**src/sv/ouid_pkg.sv**
```systemverilog
package ouid_pkg;

  // Default number of list entries.
  localparam int unsigned CAPACITY = 32;

  // Reset value of the size limit register.
  localparam logic [5:0] MAX_ENTRIES_RESET = 6'd32;

  // Request operation codes; the unused code behaves as a lookup.
  localparam logic [1:0] OP_LOOKUP = 2'd0;
  localparam logic [1:0] OP_APPEND = 2'd1;
  localparam logic [1:0] OP_REMOVE = 2'd2;

  typedef enum logic [2:0] {
    STATUS_OK        = 3'd0,
    STATUS_INVALID   = 3'd1,
    STATUS_CONFLICT  = 3'd2,
    STATUS_FULL      = 3'd3,
    STATUS_NOT_FOUND = 3'd4
  } status_e;

  typedef enum logic [2:0] {
    IDLE,
    SEARCH,
    DECIDE,
    SHIFT,
    FINISH
  } state_e;

  typedef struct packed {
    logic [1:0]  op;
    logic [63:0] key_high;
    logic [63:0] key_low;
    logic        key_valid;
  } in_item_t;

  typedef struct packed {
    status_e     status;
    logic        found;
    logic [4:0]  match_index;
    logic [5:0]  entry_total;
  } out_item_t;

  // One stored identifier.
  typedef struct packed {
    logic [63:0] key_high;
    logic [63:0] key_low;
  } entry_t;

endpackage

```
**src/sv/ouid_mem.sv**
```systemverilog
module ouid_mem #(
  parameter int unsigned Depth = ouid_pkg::CAPACITY,
  localparam int unsigned AddrW = (Depth > 1) ? $clog2(Depth) : 1
) (
  input  logic                 clk_i,
  input  logic                 we_i,
  input  logic [AddrW-1:0]     waddr_i,
  input  ouid_pkg::entry_t     wdata_i,
  input  logic                 re_i,
  input  logic [AddrW-1:0]     raddr_i,
  output ouid_pkg::entry_t     rdata_o
);
  import ouid_pkg::*;

  entry_t mem_q [Depth];
  entry_t rdata_q;

  // One write port and one registered read port.
  always_ff @(posedge clk_i) begin
    if (we_i) begin
      mem_q[waddr_i] <= wdata_i;
    end
    if (re_i) begin
      rdata_q <= mem_q[raddr_i];
    end
  end

  assign rdata_o = rdata_q;

endmodule

```
**config.mk**
```make
export PLATFORM = sky130hd
export DESIGN_NAME = ouid_mem
export DESIGN_NICKNAME = d
export VERILOG_FILES = /design/src/sv/ouid_pkg.sv /design/src/sv/ouid_mem.sv
export SDC_FILE = /design/constraint.sdc
export NUM_CORES = 2
export LEC_CHECK = 0
export BUFFER_PORTS_ARGS = -buffer_cell sky130_fd_sc_hd__buf_2
export CAP_MARGIN = 20
export CORE_AREA = 2 2 726 728
export CTS_BUF_LIST = sky130_fd_sc_hd__clkbuf_8
export DETAILED_ROUTE_END_ITERATION = 7
export DIE_AREA = 0 0 728 730
export PLACE_DENSITY = 0.4
export SETUP_SLACK_MARGIN = 0.5
export SLEW_MARGIN = 25
export SYNTH_ARGS = -nofsm -noshare
export SYNTH_HDL_FRONTEND = slang
export SYNTH_SLANG_ARGS = --single-unit
```
**constraint.sdc**
```tcl
create_clock -name clk_i -period 11.5 [get_ports clk_i]
set_input_delay 3.45 -clock clk_i [delete_from_list [all_inputs] [get_ports clk_i]]
set_output_delay 3.45 -clock clk_i [all_outputs]
set_load 0.05 [all_outputs]
```
==> flow_summary.json <==
{
  "outcome": "finished, final reports clean",
  "finalSetupTns_ns": 0,
  "port_buffers": 268,
  "first_pass_iters": 5,
  "setup_viol": 0,
  "overflow": 0,
  "final-hold-violation-count": 0,
  "crit-reg2reg-launch": "mem_q[13][84]",
  "wire_per_inst_microns": 32.67,
  "path_depth": 5,
  "max_freq_mhz": 171.5,
  "cts_buffers": 726,
  "timing.final.ws_setup_ns": 5.669,
  "synthesis.nets": 6581,
  "cts_sinks": 4224,
  "path_clk_slew_ns": 0.06,
  "cts_root_buffer": "clkbuf_8",
  "drive_above_1_share_pct": 29.76,
  "p_per_area_nw_per_um2": 172.9,
  "crit_start": "waddr_i[0]",
  "yosysWarnings": 0,
  "wirelength_microns": 483400,
  "grt_max_degree": 123,
  "ys_ff_latch": 4224,
  "dieArea_sq_um": 531400,
  "r2r_setup_slack_ns": 9.51,
  "synth_cell_types": 27,
  "rsz0062_at_grt": "false",
  "reg2reg_depth": 3,
  "cpMaxStageDelayCell": "nor2_4",
  "start_util_pct": 29.90,
  "synth.avg_cell_area_sq_um": 24.30,
  "timing.hold.ws_ns": 0.7626,
  "fin_crit_ns": 5.831,
  "cts_tree": "done",
  "critPathKind": "in -> reg",
  "stdcell_count": 14798,
  "postCtsSetupRepairBufs": 0,
  "grt_usage_pct": 17.88,
  "mostFrequentLayoutCell": "edfxtp_1",
  "drtIter0Drc": 6466,
  "synth_edf_count": 4224,
  "ys_seq_area_share_pct": 81.04,
  "place_congestion": 0.6972,
  "io_pins": 269,
  "fp.coreArea_sq_um": 523500,
  "num-nets-final": 7422,
  "post_cts_resized": 0,
  "fin_util_pct": 34.36,
  "cts_buffer_depth": 4,
  "cp_top_family": "simple AND/OR/NAND/NOR gates",
  "r2r-end": "rdata_o[84]",
  "synth_top_flop_cell": "edfxtp_1",
  "crit_end": "mem_q[6][47]",
  "area_growth_pct": 14.91,
  "clk_latency_ns": 1.24,
  "synth.cell_area_sq_um": 156500,
  "maxCapViolations": 0,
  "fp.dieH_microns": 730,
  "ir_drop_uv": 114.4,
  "worstMarginPinSlew_ns": 1.118,
  "syn-instance-count": 6440,
  "slew_headroom_pct": 25.46,
  "grt_pass1_vias": 80030,
  "path_buf_inv": 3,
  "crit_chain": "buf_2 -> nand3b_1 -> nor2_4 -> buf_4 -> buf_4",
  "drc": 0,
  "drv_slew": 0,
  "cpPeakStageDelay_ns": 1.02,
  "core.rowCount": 266,
  "dp_slack_ns": 4.379,
  "fin_crit_sh_pct": 50.70,
  "cp_common_cell": "buf_4",
  "dpl-instance-area_sq_um": 167200,
  "startpoint_type": "primary input",
  "cp.arrival_ns": 6.66,
  "dpl.hpwl_microns": 243400,
  "hp-class": "reg -> reg",
  "dp.cells": 13521,
  "ant_nets": 0,
  "totalPowerFinal_mw": 31.10,
  "vias": 74446,
  "crit_required_ns": 12.33,
  "power_leakage_nw": 55.82,
  "fin_area_sq_um": 179900,
  "cp-end-kind": "flop",
  "die_x_microns": 728,
  "hold_buffers": 0,
  "hold_depth": 3,
  "cts_max_level": 6,
  "cp_max_fo": 26,
  "grt_antenna_before_repair": 70,
  "grt_pass1_wl_microns": 664200,
  "async_reset_ff_share_pct": 0,
  "clock_skew_ns": 0.03655,
  "via_per_inst": 5.031,
  "layout_common_cells": "edfxtp_1 (4224), mux4_2 (956), clkbuf_8 (738)"
}
==> power by group <==
| part | leakage, nW | internal [mW] | switching, mW |
|---|---|---|---|
| clock | 7.35 | 6.11 | 6.13 |
| sequential | 38.1 | 17.2 | 0.0966 |
| combinational | 10.3 | 0.509 | 1.05 |
| total | 55.8 | 23.8 | 7.28 |
==> worst min path at each step <==
stage                               from            to  slack [ns]
final                     mem_q[27][119]  rdata_o[119]        0.76
after global routing      mem_q[27][119]  rdata_o[119]        0.80
after CTS                 mem_q[27][119]  rdata_o[119]        0.76
after detailed placement  mem_q[31][119]  rdata_o[119]        0.77
after global placement    mem_q[31][119]  rdata_o[119]        0.76
after floorplan           mem_q[30][104]  rdata_o[104]        0.72
==> routing by layer <==
| layer | up-vias | wire (microns) | global-route usage, % |
|---|---|---|---|
| met5 | - | 232 | 0 |
| met4 | 35 | 9966 | 4.057 |
| met3 | 737 | 20900 | 2.729 |
| met2 | 1994 | 247000 | 31.35 |
| met1 | 41703 | 205300 | 23.42 |
| li1 | 29977 | - | - |
==> cells by family (layout without fill, tap and decap cells) <==
logic type	Yosys count	in the layout	share of synthesized area (%)
compound gates	546	546	2.264
other cells	0	15	0
flops	4224	4224	81.04
simple gates	226	226	0.8250
mux	1092	1092	14.63
buf+inv	352	1727	1.245
==> state kept, by name (all words and copies together), names as in the netlist <==
register  count
mem_q      4096
rdata_o     128
==> worst reg2reg max path, stage by stage (launching register included) <==
cell	delay, ns
edfxtp_1	0.36
mux4_2	0.49
o22ai_1	0.69
nor4_1	0.15
==> Yosys cell counts (all sizes together), types with 2 or more instances <==
| cell type | count | share of area, % |
|---|---|---|
| a22oi | 102 | 0.49 |
| nand3b | 6 | 0.029 |
| edfxtp | 4224 | 81 |
| or3b | 4 | 0.022 |
| nor2b | 3 | 0.012 |
| clkbuf | 117 | 0.30 |
| nand3 | 37 | 0.12 |
| mux2i | 136 | 0.87 |
| nor2 | 36 | 0.088 |
| buf | 235 | 0.94 |
| o22ai | 444 | 1.8 |
| mux4 | 956 | 14 |
| nor4 | 111 | 0.44 |
| nand2 | 4 | 0.0096 |
| nand4 | 17 | 0.068 |
| or3 | 2 | 0.0080 |
==> layout make-up <==
| class | count | area [sq um] |
|---|---|---|
| antenna | 15 | 37.54 |
| clock buffer | 738 | 10160 |
| clock inverter | 524 | 2496 |
| fill | 48796 | 343700 |
| multi-input combinational | 1864 | 28100 |
| sequential | 4224 | 126800 |
| tap | 6968 | 8718 |
| timing repair buffer | 465 | 3513 |
Note: power is estimated with default switching activity, not from simulation.
