### config.mk
export PLATFORM = sky130hd
export DESIGN_NAME = ouid_ctrl
export DESIGN_NICKNAME = d
export VERILOG_FILES = /design/src/sv/ouid_pkg.sv /design/src/sv/ouid_ctrl.sv
export SDC_FILE = /design/constraint.sdc
export NUM_CORES = 1
export LEC_CHECK = 0
export BUFFER_PORTS_ARGS = -buffer_cell sky130_fd_sc_hd__buf_2
export CELL_PAD_IN_SITES_DETAIL_PLACEMENT = 1
export CELL_PAD_IN_SITES_GLOBAL_PLACEMENT = 2
export CORE_ASPECT_RATIO = 0.7
export CORE_MARGIN = 2
export CORE_UTILIZATION = 25
export CTS_CLUSTER_DIAMETER = 120
export CTS_CLUSTER_SIZE = 10
export DETAILED_ROUTE_END_ITERATION = 6
export GPL_ROUTABILITY_DRIVEN = 0
export PLACE_DENSITY_LB_ADDON = 0.1
export SYNTH_ARGS = -nofsm -noshare
export SYNTH_HDL_FRONTEND = slang
export SYNTH_SLANG_ARGS = --single-unit
### constraint.sdc
create_clock -name clk_i -period 4.5 [get_ports clk_i]
set_input_delay 0 -clock clk_i [delete_from_list [all_inputs] [get_ports clk_i]]
set_output_delay 0 -clock clk_i [all_outputs]
set_load 0.01 [all_outputs]
### src/sv/ouid_pkg.sv
package ouid_pkg;

  // Default number of list entries.
  localparam int unsigned CAPACITY = 32;

  // Reset value of the size limit register.
  localparam logic [5:0] MAX_ENTRIES_RESET = 6'd32;

  // Request operation codes; the unused code behaves as a lookup.
  localparam logic [1:0] OP_LOOKUP = 2'd0;
  localparam logic [1:0] OP_APPEND = 2'd1;
  localparam logic [1:0] OP_REMOVE = 2'd2;

  typedef enum logic [2:0] {
    STATUS_OK        = 3'd0,
    STATUS_INVALID   = 3'd1,
    STATUS_CONFLICT  = 3'd2,
    STATUS_FULL      = 3'd3,
    STATUS_NOT_FOUND = 3'd4
  } status_e;

  typedef enum logic [2:0] {
    IDLE,
    SEARCH,
    DECIDE,
    SHIFT,
    FINISH
  } state_e;

  typedef struct packed {
    logic [1:0]  op;
    logic [63:0] key_high;
    logic [63:0] key_low;
    logic        key_valid;
  } in_item_t;

  typedef struct packed {
    status_e     status;
    logic        found;
    logic [4:0]  match_index;
    logic [5:0]  entry_total;
  } out_item_t;

  // One stored identifier.
  typedef struct packed {
    logic [63:0] key_high;
    logic [63:0] key_low;
  } entry_t;

endpackage

### src/sv/ouid_ctrl.sv
module ouid_ctrl #(
  parameter int unsigned Capacity = ouid_pkg::CAPACITY,
  localparam int unsigned IdxW = (Capacity > 1) ? $clog2(Capacity) : 1,
  localparam int unsigned CntW = $clog2(Capacity + 1)
) (
  input  logic                 clk_i,
  input  logic                 rst_ni,
  input  logic [5:0]           max_entries_i,
  input  logic                 in_valid_i,
  output logic                 in_stall_o,
  input  ouid_pkg::in_item_t   in_item_i,
  output logic                 out_valid_o,
  input  logic                 out_stall_i,
  output ouid_pkg::out_item_t  out_item_o,
  output logic                 mem_we_o,
  output logic [IdxW-1:0]      mem_waddr_o,
  output ouid_pkg::entry_t     mem_wdata_o,
  output logic                 mem_re_o,
  output logic [IdxW-1:0]      mem_raddr_o,
  input  ouid_pkg::entry_t     mem_rdata_i
);
  import ouid_pkg::*;

  state_e            state_q, state_d;
  in_item_t          key_q, key_d;
  logic [CntW-1:0]   count_q, count_d;
  logic [CntW-1:0]   scan_q, scan_d;
  logic              pend_q, pend_d;
  logic [CntW-1:0]   pidx_q, pidx_d;
  logic              hit_q, hit_d;
  logic [CntW-1:0]   pos_q, pos_d;
  logic [CntW-1:0]   src_q, src_d;
  logic [CntW-1:0]   lim_q, lim_d;
  logic [CntW-1:0]   wdst_q, wdst_d;
  logic              spend_q, spend_d;
  out_item_t         res_q, res_d;
  out_item_t         out_q, out_d;
  logic              out_valid_q, out_valid_d;

  logic              match;
  logic              cap_bad;
  logic              full;
  status_e           status;
  logic [CntW+5:0]   pos_wide;
  logic [CntW+5:0]   total_wide;

  // The word read in the previous cycle holds the searched key.
  assign match = pend_q && (mem_rdata_i.key_high == key_q.key_high)
                        && (mem_rdata_i.key_low == key_q.key_low);

  assign cap_bad  = 32'(max_entries_i) > Capacity;
  assign full     = 32'(count_q) >= 32'(max_entries_i);
  assign pos_wide = {6'd0, pos_q};

  // Next state, memory accesses and result assembly.
  always_comb begin
    state_d     = state_q;
    key_d       = key_q;
    count_d     = count_q;
    scan_d      = scan_q;
    pend_d      = pend_q;
    pidx_d      = pidx_q;
    hit_d       = hit_q;
    pos_d       = pos_q;
    src_d       = src_q;
    lim_d       = lim_q;
    wdst_d      = wdst_q;
    spend_d     = spend_q;
    res_d       = res_q;
    out_d       = out_q;
    out_valid_d = out_valid_q && out_stall_i;
    in_stall_o  = 1'b1;
    mem_we_o    = 1'b0;
    mem_waddr_o = '0;
    mem_wdata_o = '{key_high: key_q.key_high, key_low: key_q.key_low};
    mem_re_o    = 1'b0;
    mem_raddr_o = scan_q[IdxW-1:0];
    status      = STATUS_OK;
    total_wide  = '0;

    case (state_q)
      IDLE: begin
        in_stall_o = 1'b0;
        if (in_valid_i) begin
          key_d  = in_item_i;
          scan_d = '0;
          pend_d = 1'b0;
          hit_d  = 1'b0;
          pos_d  = '0;
          state_d = (count_q != '0) ? SEARCH : DECIDE;
        end
      end

      // Scan live entries, one read issued and one compare per cycle.
      SEARCH: begin
        if (match) begin
          hit_d   = 1'b1;
          pos_d   = pidx_q;
          pend_d  = 1'b0;
          state_d = DECIDE;
        end else if (pend_q && (pidx_q + CntW'(1) == count_q)) begin
          pend_d  = 1'b0;
          state_d = DECIDE;
        end else if (scan_q < count_q) begin
          mem_re_o    = 1'b1;
          mem_raddr_o = scan_q[IdxW-1:0];
          scan_d      = scan_q + CntW'(1);
          pidx_d      = scan_q;
          pend_d      = 1'b1;
        end else begin
          pend_d = 1'b0;
        end
      end

      // Apply the operation and record the result.
      DECIDE: begin
        state_d = FINISH;
        case (key_q.op)
          OP_APPEND: begin
            if (!key_q.key_valid || cap_bad) begin
              status = STATUS_INVALID;
            end else if (hit_q) begin
              status = STATUS_CONFLICT;
            end else if (full) begin
              status = STATUS_FULL;
            end else begin
              mem_we_o    = 1'b1;
              mem_waddr_o = count_q[IdxW-1:0];
              count_d     = count_q + CntW'(1);
            end
          end
          OP_REMOVE: begin
            if (!hit_q) begin
              status = STATUS_NOT_FOUND;
            end else begin
              count_d = count_q - CntW'(1);
              src_d   = pos_q + CntW'(1);
              lim_d   = count_q;
              spend_d = 1'b0;
              if (pos_q + CntW'(1) < count_q) begin
                state_d = SHIFT;
              end
            end
          end
          default: begin
            status = STATUS_OK;
          end
        endcase
        total_wide = {6'd0, count_d};
        res_d.status      = status;
        res_d.found       = hit_q;
        res_d.match_index = pos_wide[4:0];
        res_d.entry_total = total_wide[5:0];
      end

      // Move each later entry down one place: read one, write the previous.
      SHIFT: begin
        if (spend_q) begin
          mem_we_o    = 1'b1;
          mem_waddr_o = wdst_q[IdxW-1:0];
          mem_wdata_o = mem_rdata_i;
        end
        if (src_q < lim_q) begin
          mem_re_o    = 1'b1;
          mem_raddr_o = src_q[IdxW-1:0];
          src_d       = src_q + CntW'(1);
          wdst_d      = src_q - CntW'(1);
          spend_d     = 1'b1;
        end else begin
          spend_d = 1'b0;
          state_d = FINISH;
        end
      end

      // Hand the result to the output register once it is free.
      FINISH: begin
        if (!out_valid_q || !out_stall_i) begin
          out_d       = res_q;
          out_valid_d = 1'b1;
          state_d     = IDLE;
        end
      end

      default: begin
        state_d = IDLE;
      end
    endcase
  end

  // Control state.
  always_ff @(posedge clk_i or negedge rst_ni) begin
    if (!rst_ni) begin
      state_q     <= IDLE;
      count_q     <= '0;
      pend_q      <= 1'b0;
      spend_q     <= 1'b0;
      out_valid_q <= 1'b0;
    end else begin
      state_q     <= state_d;
      count_q     <= count_d;
      pend_q      <= pend_d;
      spend_q     <= spend_d;
      out_valid_q <= out_valid_d;
    end
  end

  // Payload and working registers.
  always_ff @(posedge clk_i) begin
    key_q  <= key_d;
    scan_q <= scan_d;
    pidx_q <= pidx_d;
    hit_q  <= hit_d;
    pos_q  <= pos_d;
    src_q  <= src_d;
    lim_q  <= lim_d;
    wdst_q <= wdst_d;
    res_q  <= res_d;
    out_q  <= out_d;
  end

  assign out_valid_o = out_valid_q;
  assign out_item_o  = out_q;

endmodule

==> results.toml <==
[place]
pre_cts_slack_ps = 483.2
placed_cells_incl_taps = 2148
postPlaceCellArea_um2 = 14290
portBuffers = 425
dpl.hpwl_um = 39030

[logic_synthesis]
yosys-mux-area-fraction_pct = 0.7455
synth_enable_flop_cells = 197
combinational_family_with_the_most_area_after_synthesis = "simple AND/OR/NAND/NOR gates"
synth-main-ff-cell = "sky130_fd_sc_hd__edfxtp_1"
post_synth_num_cell_types = 59
avgSynthCellArea_um2 = 9.924
synth.yosys.warnings = 0
postSynthRegisterBits = 209
adder_cell_share_of_the_synthesized_area_pct = 3.399
async_flop_share_pct = 5.742
synth_compound_area_share_pct = 8.201
synth_nets = 1450
seq_area_frac_synth_pct = 54.47
simple_gate_share_of_the_synthesized_area_pct = 21.75
post_synth_inst_count = 1150
area_of_the_mapped_netlist_um2 = 11410
synthXorXnorAreaFrac_pct = 8.212

[critical_path]
timing.setup.critical_path_class = "register to register"
worst_setup_path_end_kind = "register"
cp.required_ps = 4670
cp.arrival_ps = 4180
critical_path.startpoint_type = "register"
critical_path.max_fanout = 7

[clock_tree]
tritoncts = "done"
cts.repair_timing.setup_buffer_count = 0
reg_clk_slew_reported_paths_ps = 70
clk_latency_worst_skew_pair_ps = 560
tritoncts.num_buffers = 24
clock_tree.htree_level_count = 1
cts-root-buf = "sky130_fd_sc_hd__clkbuf_16"
clock_path_buffers = 3
cts_sinks = 209

[die]
placement_rows = 65
floorplan.initialDensity_pct = 25.33
floorplan.die.height_um = 182.8
floorplan.die.width_um = 259.4
top_level_ports = 426
floorplan_die_area_um2 = 47400
core_area_um2 = 45060

[sta]
final.setup_skew_ps = 40.64
setup_viol = 0
final_min_period_over_clock_period_pct = 89.25
fmax_mhz = 249.0
final_critical_path_setup_slack_ps = 483.5
maxSlewHeadroom_pct = 16.91
number_of_max_slew_violations_in_the_final_report = 0
tns_ps = 0
worst_margin_slew_ps = 1233
hold_violations = 0
period_minus_slack_ps = 4016
hold-worst-slack_ps = 72.27
setup_repair_after_global_routing_missed_its_margin = "no"

[min_path]
holdCritPathClass = "input port to register"

[routing]
drt_first_pass_iters = 4
drt-total-wl_um = 49880
route.detailed.drc = 0
vias = 10570
wl_per_cell_um = 21.37
drt_iter0_markers = 508
detail_route.vias_per_cell = 4.528
drt.antenna.violating_nets = 0

[final_layout]
area.growth.synth_to_final_pct = 43.21
utilization_pct = 36.27
layoutNonFillerInstCount = 2334
nNetsFinal = 2006
postLayoutCellArea_um2 = 16340
multi_input_area_um2 = 4847
nFillCells = 5308
drive_above_1_share_pct = 27.84
seq_area_um2 = 6216

[outcome]
outcome = "complete, no violations"

[global_routing]
antenna_found_initial = 11
grt_use_total_pct = 20.32
grt.overflow.total = 0
global_route_wire_length_before_repair_um = 71670
first_global_vias = 11060
grt_max_degree = 77

[flow_run]
cap_violations = 0

[power_and_ir_drop]
power_density_nw_per_um2 = 501.4
power.total_mw = 8.194
static-leakage-power_nw = 7.220
vdd_ir_drop_max_mv = 0.2582
registers in the layout, indices dropped and copies added (netlist names), 5 cells and up:
name and flops:
key_q 131, out_item_o 15, res_q 15, count_q 6, lim_q 6, pidx_q 6, pos_q 6, scan_q 6
src_q 6, wdst_q 5
power breakdown:
part,leakage (nW),switching [mW],internal (mW)
Sequential,1.95,0.435,2.76
Clock,0.325,0.853,1.00
Combinational,4.94,1.94,1.20
Total,7.22,3.23,4.97
what timing repair did:
| action | 4_1_cts | 5_1_grt |
|---|---|---|
| gates resized for setup | 0 | 0 |
| hold buffers | 135 | 0 |
| hold endpoints to repair | 147 | 0 |
synthesized netlist by cell type, drive strengths merged, types with 3 or more instances:
library cell	count	area (um^2)
a22oi	3	22.52
xor2	81	709.4
nand3b	4	30.03
nor2b	34	212.7
inv	53	198.9
xnor2	26	227.7
nor2	32	120.1
a211oi	3	22.52
or4	5	41.29
o2111ai	8	70.07
a221oi	3	26.28
a21oi	11	55.05
o211ai	5	37.54
clkbuf	44	165.2
nand2	378	1421
a21o	7	52.55
dfrtp	12	300.3
o311ai	6	52.55
nand2b	29	181.4
o22ai	4	25.02
mux2i	4	40.04
and2	8	51.30
nor3	9	45.04
o21ai	48	244.0
a22o	5	43.79
nor4	22	137.6
mux2	4	45.04
nand3	19	95.09
ha	31	387.9
edfxtp	197	5916
or3	4	25.02
a211o	4	36.29
a2111oi	10	87.58
nand4	12	75.07
cells in the final DEF (no fill, tap or decap), drive strengths merged, types with 3 or more instances in the layout:
cell         Yosys  routed
buf              1     440
nand2          378     378
edfxtp         197     197
dlygate4sd3      0     135
xor2            81      81
inv             53      53
o21ai           48      48
clkbuf          44      43
nor2b           34      34
nor2            32      32
ha              31      31
nand2b          29      29
xnor2           26      26
nor4            22      22
nand3           19      19
nand4           12      12
dfrtp           12      12
a21oi           11      11
a2111oi         10      10
nor3             9       9
o2111ai          8       8
and2             8       8
diode            0       7
a21o             7       7
o311ai           6       6
a22o             5       5
o211ai           5       5
or4              5       5
or3              4       4
nand3b           4       4
o22ai            4       4
mux2             4       4
mux2i            4       4
a211o            4       4
a211oi           3       3
a221oi           3       3
a22oi            3       3
metal layers:
metal	GRT usage [%]	vias to the layer above	wire length, um	share of wire, %
li1	-	5106	-	-
met1	28.18	5143	23270	47
met2	31.87	247	22570	45
met3	4.643	67	2726	5.5
met4	5.287	6	1270	2.5
met5	0	-	41	0.082
area by class of cell:
type	count	area share, %
timing repair buffer	575	22.13
antenna	7	0.1072
clock inverter	1	0.09953
sequential	209	38.03
clock buffer	43	4.111
multi-input combinational	843	29.66
inverter	53	1.248
tap	603	4.616
cell families (layout without fill, tap and decap cells):
group           Yosys count  in the layout
buf+inv                  98            672
mux                       8              8
flops                   209            209
simple gates            562            562
fa+ha+maj                31             31
xor+xnor                107            107
compound gates          135            135
other cells               0              7
worst max-delay path, stage by stage (launching register included):
cell and delay (ps):
sky130_fd_sc_hd__edfxtp_1 420, sky130_fd_sc_hd__nor2b_1 160, sky130_fd_sc_hd__a2111oi_0 930, sky130_fd_sc_hd__buf_4 240, sky130_fd_sc_hd__nand4_1 160, sky130_fd_sc_hd__nor4_1 460
sky130_fd_sc_hd__nand4_1 220, sky130_fd_sc_hd__o21ai_0 1020
worst paths after layout:
check	start	to	slack (ps)	cells after the start
max reg2reg	key_q[70]	pos_q[5]	480	7
max in group asynchronous	rst_ni	count_q[5]	3320	3
min reg2reg	res_q[11]	out_item_o[11]	420	0
min	max_entries_i[5]	res_q[13]	70	4
max	key_q[70]	pos_q[5]	480	7
min in group asynchronous	rst_ni	count_q[4]	640	3
No activity file was read; power rests on OpenSTA's default activity.
